<file path="config.mk">
export PLATFORM = sky130hd
export DESIGN_NAME = dtsh_front
export DESIGN_NICKNAME = d
export VERILOG_FILES = /design/src/rtl/core/dtsh_pkg.sv /design/src/rtl/core/dtsh_front.sv
export SDC_FILE = /design/constraint.sdc
export NUM_CORES = 1
export LEC_CHECK = 0
export BUFFER_PORTS_ARGS = -buffer_cell sky130_fd_sc_hd__buf_2
export CAP_MARGIN = 25
export CORE_ASPECT_RATIO = 2
export CORE_MARGIN = 8
export CORE_UTILIZATION = 50
export DETAILED_ROUTE_END_ITERATION = 7
export PLACE_DENSITY = 0.78
export REMOVE_ABC_BUFFERS = 1
export SYNTH_ARGS = -nofsm -noshare
export SYNTH_HDL_FRONTEND = slang
export SYNTH_SLANG_ARGS = --single-unit
</file>
<file path="constraint.sdc">
create_clock -name clk_i -period 10.9 [get_ports clk_i]
set_clock_uncertainty 0.1 [all_clocks]
set_input_delay 0 -clock clk_i [delete_from_list [all_inputs] [get_ports clk_i]]
set_output_delay 0 -clock clk_i [all_outputs]
set_load 0.05 [all_outputs]
</file>
<file path="src/rtl/core/dtsh_pkg.sv">
// Package for the hashed-set directory tag store: sizes, codes, shared types.
// No dependencies.
package dtsh_pkg;

  localparam int NumSets     = 1024;
  localparam int Ways        = 16;
  localparam int VictimSlots = 16;
  localparam int AddrBits    = 48;
  localparam int SetBits     = $clog2(NumSets);
  localparam int WayBits     = $clog2(Ways);
  localparam int SlotBits    = $clog2(VictimSlots);
  localparam int QDepth      = 2;

  typedef logic [AddrBits-1:0] addr_t;
  typedef logic [SetBits-1:0]  set_t;
  typedef logic [WayBits-1:0]  way_t;
  typedef logic [SlotBits-1:0] slot_t;

  typedef enum logic [1:0] {
    FN_LOOKUP = 2'd0,
    FN_CAND   = 2'd1,
    FN_REPL   = 2'd2,
    FN_INVAL  = 2'd3
  } func_e;

  typedef enum logic [2:0] {
    ST_HIT   = 3'd0,
    ST_ALLOC = 3'd1,
    ST_VHIT  = 3'd2,
    ST_MISS  = 3'd3,
    ST_REPL  = 3'd4,
    ST_INVAL = 3'd5,
    ST_CAND  = 3'd6,
    ST_ERR   = 3'd7
  } status_e;

  typedef enum logic [1:0] {
    CFG_LOG_BLOCK = 2'd0,
    CFG_LOG_MC    = 2'd1,
    CFG_LOG_STACK = 2'd2,
    CFG_LOG_CORES = 2'd3
  } cfg_e;

  typedef enum logic [2:0] {
    BK_CLEAR,
    BK_IDLE,
    BK_READ,
    BK_EVAL,
    BK_LIST,
    BK_OUT
  } back_e;

  // Request as classified by the front part.
  typedef struct packed {
    func_e func;
    addr_t addr;
    addr_t new_addr;
    set_t  set;
  } req_t;

  typedef struct packed {
    status_e status;
    set_t    set;
    way_t    way;
    slot_t   slot;
    addr_t   addr;
    logic    last;
  } rsp_t;

endpackage

</file>
<file path="src/rtl/core/dtsh_front.sv">
// Front part: takes requests, hashes the set index, queues classified requests.
// Depends on dtsh_pkg.
module dtsh_front (
  input  logic                 clk_i,
  input  logic                 rst_ni,
  input  logic                 in_valid_i,
  output logic                 in_ready_o,
  input  logic [1:0]           func_i,
  input  dtsh_pkg::addr_t      address_i,
  input  dtsh_pkg::addr_t      new_address_i,
  input  logic [3:0]           log_block_size_i,
  input  logic [2:0]           log_mem_controllers_i,
  input  logic [5:0]           log_stack_size_i,
  input  logic [3:0]           log_core_count_i,
  output logic                 q_valid_o,
  input  logic                 q_ready_i,
  output dtsh_pkg::req_t       q_req_o
);
  import dtsh_pkg::*;

  localparam int CntBits = $clog2(QDepth + 1);
  localparam int PtrBits = $clog2(QDepth);

  req_t                q_mem [QDepth];
  logic [PtrBits-1:0]  wr_ptr_q, wr_ptr_d, rd_ptr_q, rd_ptr_d;
  logic [CntBits-1:0]  cnt_q, cnt_d;
  logic                push, pop;
  logic [4:0]          lc, sub_bits;
  logic [4:0]          base;
  set_t                cmask, smask, core, sub, sup;
  req_t                req;

  always_comb begin
    lc       = (log_core_count_i > 4'(SetBits)) ? 5'(SetBits) : 5'(log_core_count_i);
    sub_bits = 5'(SetBits) - lc;
    base     = 5'(log_block_size_i) + 5'(log_mem_controllers_i);
    cmask    = set_t'((1 << lc) - 1);
    smask    = set_t'((1 << sub_bits) - 1);
    core     = set_t'(address_i >> log_stack_size_i) & cmask;
    sub      = set_t'(address_i >> base) & smask;
    sup      = set_t'(address_i >> (6'(base) + 6'(sub_bits))) & cmask;
    req.func     = func_e'(func_i);
    req.addr     = address_i;
    req.new_addr = new_address_i;
    req.set      = ((core ^ sup) << sub_bits) | sub;
  end

  assign in_ready_o = (cnt_q != CntBits'(QDepth));
  assign push       = in_valid_i && in_ready_o;
  assign q_valid_o  = (cnt_q != '0);
  assign pop        = q_valid_o && q_ready_i;
  assign q_req_o    = q_mem[rd_ptr_q];

  always_comb begin
    wr_ptr_d = push ? PtrBits'((32'(wr_ptr_q) + 1) % QDepth) : wr_ptr_q;
    rd_ptr_d = pop ? PtrBits'((32'(rd_ptr_q) + 1) % QDepth) : rd_ptr_q;
    cnt_d    = cnt_q + CntBits'(push) - CntBits'(pop);
  end

  always_ff @(posedge clk_i or negedge rst_ni) begin
    if (!rst_ni) begin
      wr_ptr_q <= '0;
      rd_ptr_q <= '0;
      cnt_q    <= '0;
    end else begin
      wr_ptr_q <= wr_ptr_d;
      rd_ptr_q <= rd_ptr_d;
      cnt_q    <= cnt_d;
    end
  end

  always_ff @(posedge clk_i) begin
    if (push) begin
      q_mem[wr_ptr_q] <= req;
    end
  end

  a_cnt_bound: assert property (@(posedge clk_i) disable iff (!rst_ni)
    cnt_q <= CntBits'(QDepth)) else $error("queue count overflow");
  a_full_no_push: assert property (@(posedge clk_i) disable iff (!rst_ni)
    (cnt_q == CntBits'(QDepth)) |-> !push) else $error("push into full queue");
  a_cnt_track: assert property (@(posedge clk_i) disable iff (!rst_ni)
    (push && !pop) |=> cnt_q == $past(cnt_q) + 1'b1) else $error("count not tracking");

endmodule

</file>
* Yosys cells after proc, flatten, opt, wreduce, memory -nomap -nowiden
Memories as Yosys holds them, arrays and structs flattened.
Cells that the tools add are included.
** Cells by class
- Add/sub/neg operators :: 9
- Multiply operators :: 0
- Divide/modulo/power cells :: 0
- $lt $le $gt $ge :: 1
- Eq/ne operators :: 1
- Shift operators :: 6
- Mux-type cells :: 3
- Bitwise gates (word level) :: 5
- Reduce and logical (&&, ||, !) cells :: 3
** Operators by type and width (number)
- >> shifter 48 x 6 -> 10 bit :: 2
- >> shifter 48 x 5 -> 10 bit :: 1
- AND 10 bit :: 3
- subtractor 10 x 2 -> 10 bit, second input constant :: 2
- OR 10 bit :: 1
- left shift 1 x 4 -> 10 bit, first input constant :: 1
- left shift 1 x 5 -> 10 bit, first input constant :: 1
- left shift 10 x 5 -> 10 bit :: 1
- XOR 10 bit :: 1
- adder 5 x 5 -> 6 bit :: 1
- adder 4 x 3 -> 5 bit :: 1
- subtractor 4 x 4 -> 5 bit, first input constant :: 1
- > comparator 4 bit, second input constant :: 1
- two-way mux 4 bit :: 1
- adder 1 bit, second input constant :: 2
- adder 2 x 1 -> 2 bit :: 1
- logical AND 1 bit :: 2
- two-way mux 1 bit :: 2
- inequality test 2 bit, second input constant :: 1
- nonzero test 2 bit :: 1
- subtractor 2 x 1 -> 2 bit :: 1
** Storage, ports and cells
- Register bits :: 4
- Latch bits :: 0
- Bits in writable memories :: 216
- ROM bits :: 0
- Input bits :: 119
- Output and inout port bits :: 110
- Logic and storage cells :: 32
- Memories kept :: 1
** Memories
- q_mem :: words 2, width 108, read ports 1, clocked after memory_dff 0, wr ports 1, RTL line dtsh_front.sv:24 : req_t q_mem [QDepth];

* Logic depth before layout (Yosys ltp)
Gate-level depths: netlist of run 1.
- Depth after elaboration :: 9
- Mapped depth :: 20
- Gate-level depth less buffers :: 17

* Worst setup path before layout of run 1
Ideal clock, no wire load.
- Kind :: flip-flop to flip-flop
- Start :: register cnt_q[0]
- End :: memory q_mem[0][0] (netlist bit), enable pin
- Setup time :: 576 ps
- Arrival :: 5518 ps
- Required time :: 10224 ps
- Slack :: 4706 ps
- Cell stages (with the launch flop) :: 4
- Buffers on the path :: 0
- Period minus slack after synthesis :: 6194 ps
- Path through :: dfrtp_1 -> nand2b_1 -> nand2_1 -> nor2_1
** Between the ends
- Longest elaborated chain between the ends :: 4
** RTL lines
- from (decl) :: RTL line dtsh_front.sv:26 : logic [CntBits-1:0] cnt_q, cnt_d;
- from (signal assigned) :: RTL line dtsh_front.sv:68 : cnt_q <= cnt_d;
- inequality test 2 bit :: RTL line dtsh_front.sv:48 : assign in_ready_o = (cnt_q != CntBits'(QDepth));
- named net in_ready_o :: RTL line dtsh_front.sv:7 : output logic in_ready_o,
- logical AND 1 bit :: RTL line dtsh_front.sv:49 : assign push = in_valid_i && in_ready_o;
- two-way mux 1 bit :: RTL line dtsh_front.sv:73 : if (push) begin
- two-way mux 1 bit (not written as such) :: RTL line dtsh_front.sv:74 : q_mem[wr_ptr_q] <= req;
- to (decl) :: RTL line dtsh_front.sv:24
The timed path passes the listed nets, and every way through them passes these cells.

==> results.json, run 1 <==
{
  "ys_seq_area_frac": 0.426,
  "timing.slew.headroom": 0.287,
  "fin_util": 0.602,
  "portBuffers": 228,
  "p_sw_frac": 0.457,
  "cts_num_sinks": 220,
  "critical-path-slowest-cell": "xor2_4",
  "dp_hpwl_um": 32300,
  "cts_resized": 0,
  "fmax_mhz": 182,
  "antennaDiodeCount": 0,
  "cap_violations": 0,
  "gr-total-overflow": 0,
  "antenna_found_initial": 0,
  "pwr-share-comb": 0.542,
  "synth_top_area_cell": "edfxtp_1",
  "run_status": "finished, final reports clean",
  "numCtsBuffers": 21,
  "grt_pass1_wl_um": 72700,
  "dr.pass1.iters": 5,
  "synth_top_area_frac": 0.420,
  "p_seq_frac": 0.291,
  "post-route-min-period_ns": 5.50,
  "synthTopCellsByArea": "edfxtp_1 (42%), mux4_2 (13%), mux2_2 (10%)",
  "critPathLaunchType": "input pin",
  "via_count": 12400,
  "syn_inst": 1288,
  "dieArea_um2": 37100,
  "start_util": 0.504,
  "clk_latency_ns": 0.52,
  "crit_required_ns": 11.13,
  "arrival_ns": 5.73,
  "num_rows": 91,
  "finalSetupTns_ns": 0,
  "rsz0062_at_grt": "no",
  "drive_gt1_frac": 0.344,
  "hold_violations": 0,
  "vias_per_cell": 6.44,
  "reg2regPathDepth": 4,
  "cts_tree": "built",
  "place.gp.congestion": 0.940,
  "end_kind": "register",
  "switching_power_mw": 1.99,
  "ir_drop_uv": 254,
  "slowest_delay_ns": 0.70,
  "grt_use_total": 0.248,
  "synth-edff-count": 216,
  "finalCritPeriodShare": 0.505,
  "crit_type": "in2reg",
  "coreArea_um2": 30600,
  "wl_um": 47100,
  "tightest_slew_ns": 1.07,
  "synth.distinct_cells": 83,
  "die_h_um": 265,
  "dp.cells": 1784,
  "crit_top_cell": "ha_1",
  "avgSynthCellArea_um2": 12.0,
  "clock_power_share": 0.167,
  "nNetsFinal": 1678,
  "p_leak_nw": 6.97,
  "dr.first_iter.drc_count": 1268,
  "holdPathStages": 2,
  "drv_slew": 0,
  "fin_area_um2": 18400,
  "cts_root_buf": "clkbuf_16",
  "grt_pass1_vias": 12600,
  "drtAntennaViolNets": 0,
  "crit_fanout": 27,
  "synthTopCellsByCount": "edfxtp_1 (216), mux2_2 (139), mux2i_1 (100), nand2_1 (98), mux4_2 (91)",
  "async_flop_share": 0.0182,
  "layoutNonFillerInstCount": 1925,
  "htree_levels": 1,
  "dieWidth_um": 140,
  "drcViolationCount": 0,
  "internal_power_mw": 2.37,
  "clk_pin_slew_ns": 0.07,
  "detailed_place.area_um2": 16700,
  "synth-main-ff-cell": "edfxtp_1",
  "ys_seq_elements": 220,
  "worstPathCellList": "buf_2, a21oi_1, inv_1, ha_1, ha_1, inv_1, ha_1, and3b_1, a311oi_4, xor2_4, mux4_1, o22ai_1, a21oi_2, xnor2_1, a22o_1, mux2i_1, o221ai_1",
  "synth_area_um2": 15400,
  "cts_buffer_depth": 3,
  "setup_viol": 0,
  "yosysMostFrequentCell": "edfxtp_1",
  "power.density_nw_per_um2": 237,
  "power_mw": 4.36,
  "wl_per_cell_um": 24.5,
  "grt_max_degree": 78,
  "syn2layout_area_growth_pct": 19.3,
  "num_io_pins": 229,
  "hp-class": "in2reg",
  "ys_warn_count": 0
}
-- power by group through the flow --
stage               combinational [mW]  clock (mW)  sequential, mW
floorplan                         1.74           0            1.30
global placement                  2.30           0            1.28
detailed placement                2.31           0            1.29
CTS                               2.35       0.743            1.27
global route                      2.49       0.769            1.29
finish                            2.36       0.727            1.27
-- layout by cell type, fill, tap and decap left out, types with 20 or more instances in the layout --
| cell type | count |
|---|---|
| mux4_2 | 91 |
| nor2b_1 | 22 |
| clkbuf_16 | 21 |
| nand3_1 | 20 |
| inv_1 | 23 |
| mux2i_1 | 100 |
| dlygate4sd3_1 | 102 |
| a211oi_1 | 28 |
| edfxtp_1 | 216 |
| buf_2 | 227 |
| a21oi_1 | 80 |
| o21ai_0 | 46 |
| nor2_1 | 77 |
| nand2_1 | 98 |
| mux2_2 | 139 |
-- through the flow --
stage	setup slack (ns)	hold slack [ns]
after floorplan	4.71	-0.396
after global placement	5.19	-0.296
after detailed placement	4.96	-0.288
after CTS	5.49	0.0778
after global routing	5.06	0.0904
final	5.40	0.0951
-- path summary, 6_finish.rpt --
check | start | endpoint | slack [ns]
worst max-delay path | log_core_count_i[3] | q_mem[1][7] | 5.40
worst min-delay path | new_address_i[17] | q_mem[1][27] | 0.1
worst max register to register | cnt_q[0] | q_mem[0][67] | 8.18
worst min register to register | cnt_q[1] | cnt_q[1] | 0.43
max in group asynchronous | rst_ni | rd_ptr_q | 10.19
min in group asynchronous | rst_ni | cnt_q[1] | 0.30
-- per-layer routing --
metal  global-route usage  share of wire
met1                0.304           0.38
met3               0.0470          0.082
met5                    0              0
met2                0.421           0.50
met4                0.101          0.037
-- flip-flops by register name, summed over array words and instances (netlist names) --
register,cells
cnt_q,2
wr_ptr_q,1
rd_ptr_q,1
q_mem,216
-- worst max-delay path: cells and delay by family --
family          cells  cell delay (ns)
buf+inv             3             0.62
xor+xnor            2             1.05
fa+ha+maj           3             1.19
simple gates        1             0.20
compound gates      6             1.87
mux                 2             0.79
-- cell type report --
cell class	instances	area, um^2
Tap cell	372	465
Inverter	27	101
Timing Repair Buffer	346	2320
Sequential cell	220	6590
Clock buffer	24	537
Fill cell	2389	12200
Multi-Input combinational cell	923	8280
Clock inverter	13	130
-- repair_timing --
action | in CTS | in global routing
setup buffers | 0 | 0
endpoints found under the hold margin | 233 | 0
hold buffers | 102 | 0
-- cell families after synthesis --
kind of cell | share of synthesized area
muxes | 0.305
DFF | 0.426
xor gates and xnor gates | 0.0191
AOI/OAI and AO/OA | 0.113
and+or+nand+nor | 0.0822
buffers and inverters | 0.0383
adders and majority gates | 0.0167
(Power assumes the default switching activity.)
==> run 2: changes to the inputs <==
clock period = 5.68 ns   (was 10.9 ns; I/O delays follow)
==> run 2 against run 1 <==
The flow now finishes with violations (design-rule violations). Design area grew 0.96%. Power grew 93%. Utilization rose by 0.58 points. Setup slack worse by 4.2 ns. Global-route usage up 0.36 points. Wire length up 1.3%. Via count shrank 0.83%. Critical path type unchanged.
==> results.json, run 2 (synthesis gave the netlist of run 1 again) <==
{
  "grt_pass1_vias": 12600,
  "run_status": "finished, violations left",
  "wl_per_cell_um": 24.5,
  "cap_violations": 0,
  "place_ws_ns": 0.737,
  "antennaDiodeCount": 0,
  "end_kind": "register",
  "syn2layout_area_growth_pct": 20.5,
  "holdPathStages": 2,
  "crit_required_ns": 5.80,
  "vias_per_cell": 6.31,
  "nNetsFinal": 1701,
  "ctsHoldBuffers": 102,
  "cts_root_buf": "clkbuf_16",
  "numCtsBuffers": 20,
  "wl_um": 47700,
  "ir_drop_uv": 571,
  "crit_fanout": 29,
  "post-route-min-period_ns": 4.47,
  "setup_viol": 0,
  "coreArea_um2": 30600,
  "dp_hpwl_um": 33300,
  "power_mw": 8.43,
  "hold_violations": 0,
  "grt_use_total": 0.251,
  "via_count": 12300,
  "timing.hold.ws_ns": 0.109,
  "dieArea_um2": 37100,
  "htree_levels": 1,
  "clock_power_share": 0.165,
  "crit_type": "in2reg",
  "largestRegisters": "q_mem: 216 flops, cnt_q: 2 flops",
  "power.density_nw_per_um2": 453,
  "portBuffers": 228,
  "drcViolationCount": 18,
  "fmax_mhz": 224,
  "switching_power_mw": 3.82,
  "num_io_pins": 229,
  "dr.first_iter.drc_count": 1186,
  "internal_power_mw": 4.61,
  "rsz0062_at_grt": "no",
  "dieWidth_um": 140,
  "tightest_slew_ns": 0.995,
  "detailed_place.area_um2": 16900,
  "cts_num_sinks": 220,
  "regMostFlops": "q_mem",
  "drtAntennaViolNets": 0,
  "grt_max_degree": 78,
  "arrival_ns": 4.59,
  "clk_latency_ns": 0.51,
  "finalCritPeriodShare": 0.788,
  "fin_ws_ns": 1.21,
  "start_util": 0.504,
  "p_seq_frac": 0.287,
  "postCtsSetupRepairBufs": 0,
  "p_sw_frac": 0.453,
  "drv_slew": 0,
  "die_h_um": 265,
  "gr-total-overflow": 0,
  "violations": "design-rule violations",
  "drive_gt1_frac": 0.355,
  "antenna_found_initial": 0,
  "critPathLaunchType": "input pin",
  "cts_buffer_depth": 3,
  "hp-class": "in2reg",
  "cts_resized": 0,
  "reg2regPathDepth": 3,
  "final_common_cell": "buf_2",
  "dr.pass1.iters": 8,
  "layout_common_cells": "buf_2 (227), edfxtp_1 (216), mux2_2 (139)",
  "cts_tree": "built",
  "clk_pin_slew_ns": 0.07,
  "num_rows": 91,
  "p_leak_nw": 7.09,
  "timing.slew.headroom": 0.335,
  "grt_pass1_wl_um": 73100,
  "pwr-share-comb": 0.548,
  "largest_reg_flops": 216,
  "n_fill_cell": 2382,
  "fin_area_um2": 18600,
  "place.gp.congestion": 0.960
}
-- run 2: cell count changes in the layout (fill, tap and decap cells not counted), sizes merged --
cell and delta:
buf +24, clkinv +5, clkbuf -4, clkinvlp -2, bufinv +1, inv -1
-- run 2: metrics by stage --
| stage | TNS [ns] | util | instances |
|---|---|---|---|
| 6_report | 0 | 0.608 | 1948 |
| 5_1_grt | 0 | 0.608 | 1948 |
| 4_1_cts | 0 | 0.607 | 1947 |
| 3_5_place_dp | 0 | 0.551 | 1809 |
| 3_3_place_gp | 0 | 0.551 | 1809 |
| 2_1_floorplan | -60.95 | - | 1170 |
-- run 2: final cells by class --
class,count,area (um^2),share of cell area
Multi-Input combinational cell,923,8280,0.445
Timing Repair Buffer,370,2500,0.134
Clock inverter,16,171,0.00921
Clock buffer,20,500,0.0269
Tap cell,372,465,0.0250
Inverter,27,101,0.00545
Sequential cell,220,6590,0.354
-- run 2: worst max-delay path: stages --
cell	delay [ns]
buf_2	0.22
o21ai_0	0.17
and2_1	0.21
ha_1	0.35
xnor2_1	0.20
ha_2	0.80
buf_4	0.32
mux4_2	0.53
and3_1	0.20
a211oi_1	0.22
a211o_1	0.14
a31oi_1	0.10
xnor2_1	0.28
nor2_2	0.09
a22o_1	0.28
mux2i_1	0.26
o221ai_1	0.20
-- run 2: path summary, 6_finish.rpt --
path,startpoint,end,slack (ns)
hold / removal,new_address_i[10],q_mem[1][20],0.11
max in group asynchronous,rst_ni,rd_ptr_q,5.00
setup reg to reg,cnt_q[1],q_mem[1][43],3.12
setup / recovery,log_core_count_i[3],q_mem[0][7],1.21
min in group asynchronous,rst_ni,cnt_q[0],0.29
hold reg to reg,cnt_q[1],cnt_q[1],0.41
-- run 2: per-layer routing --
| layer | routed length, um | global-route usage | part of all wire |
|---|---|---|---|
| met1 | 18200 | 0.302 | 0.38 |
| met2 | 23500 | 0.428 | 0.49 |
| met3 | 3870 | 0.0476 | 0.081 |
| met4 | 2190 | 0.115 | 0.046 |
| met5 | 0 | 0 | 0 |
-- run 2: power groups by stage --
stage | clock (mW) | combinational [mW] | sequential, mW
2_1_floorplan | 0 | 3.34 | 2.49
3_3_place_gp | 0 | 4.52 | 2.43
3_5_place_dp | 0 | 4.54 | 2.46
4_1_cts | 1.42 | 4.62 | 2.42
5_1_grt | 1.47 | 4.89 | 2.46
6_report | 1.39 | 4.62 | 2.42
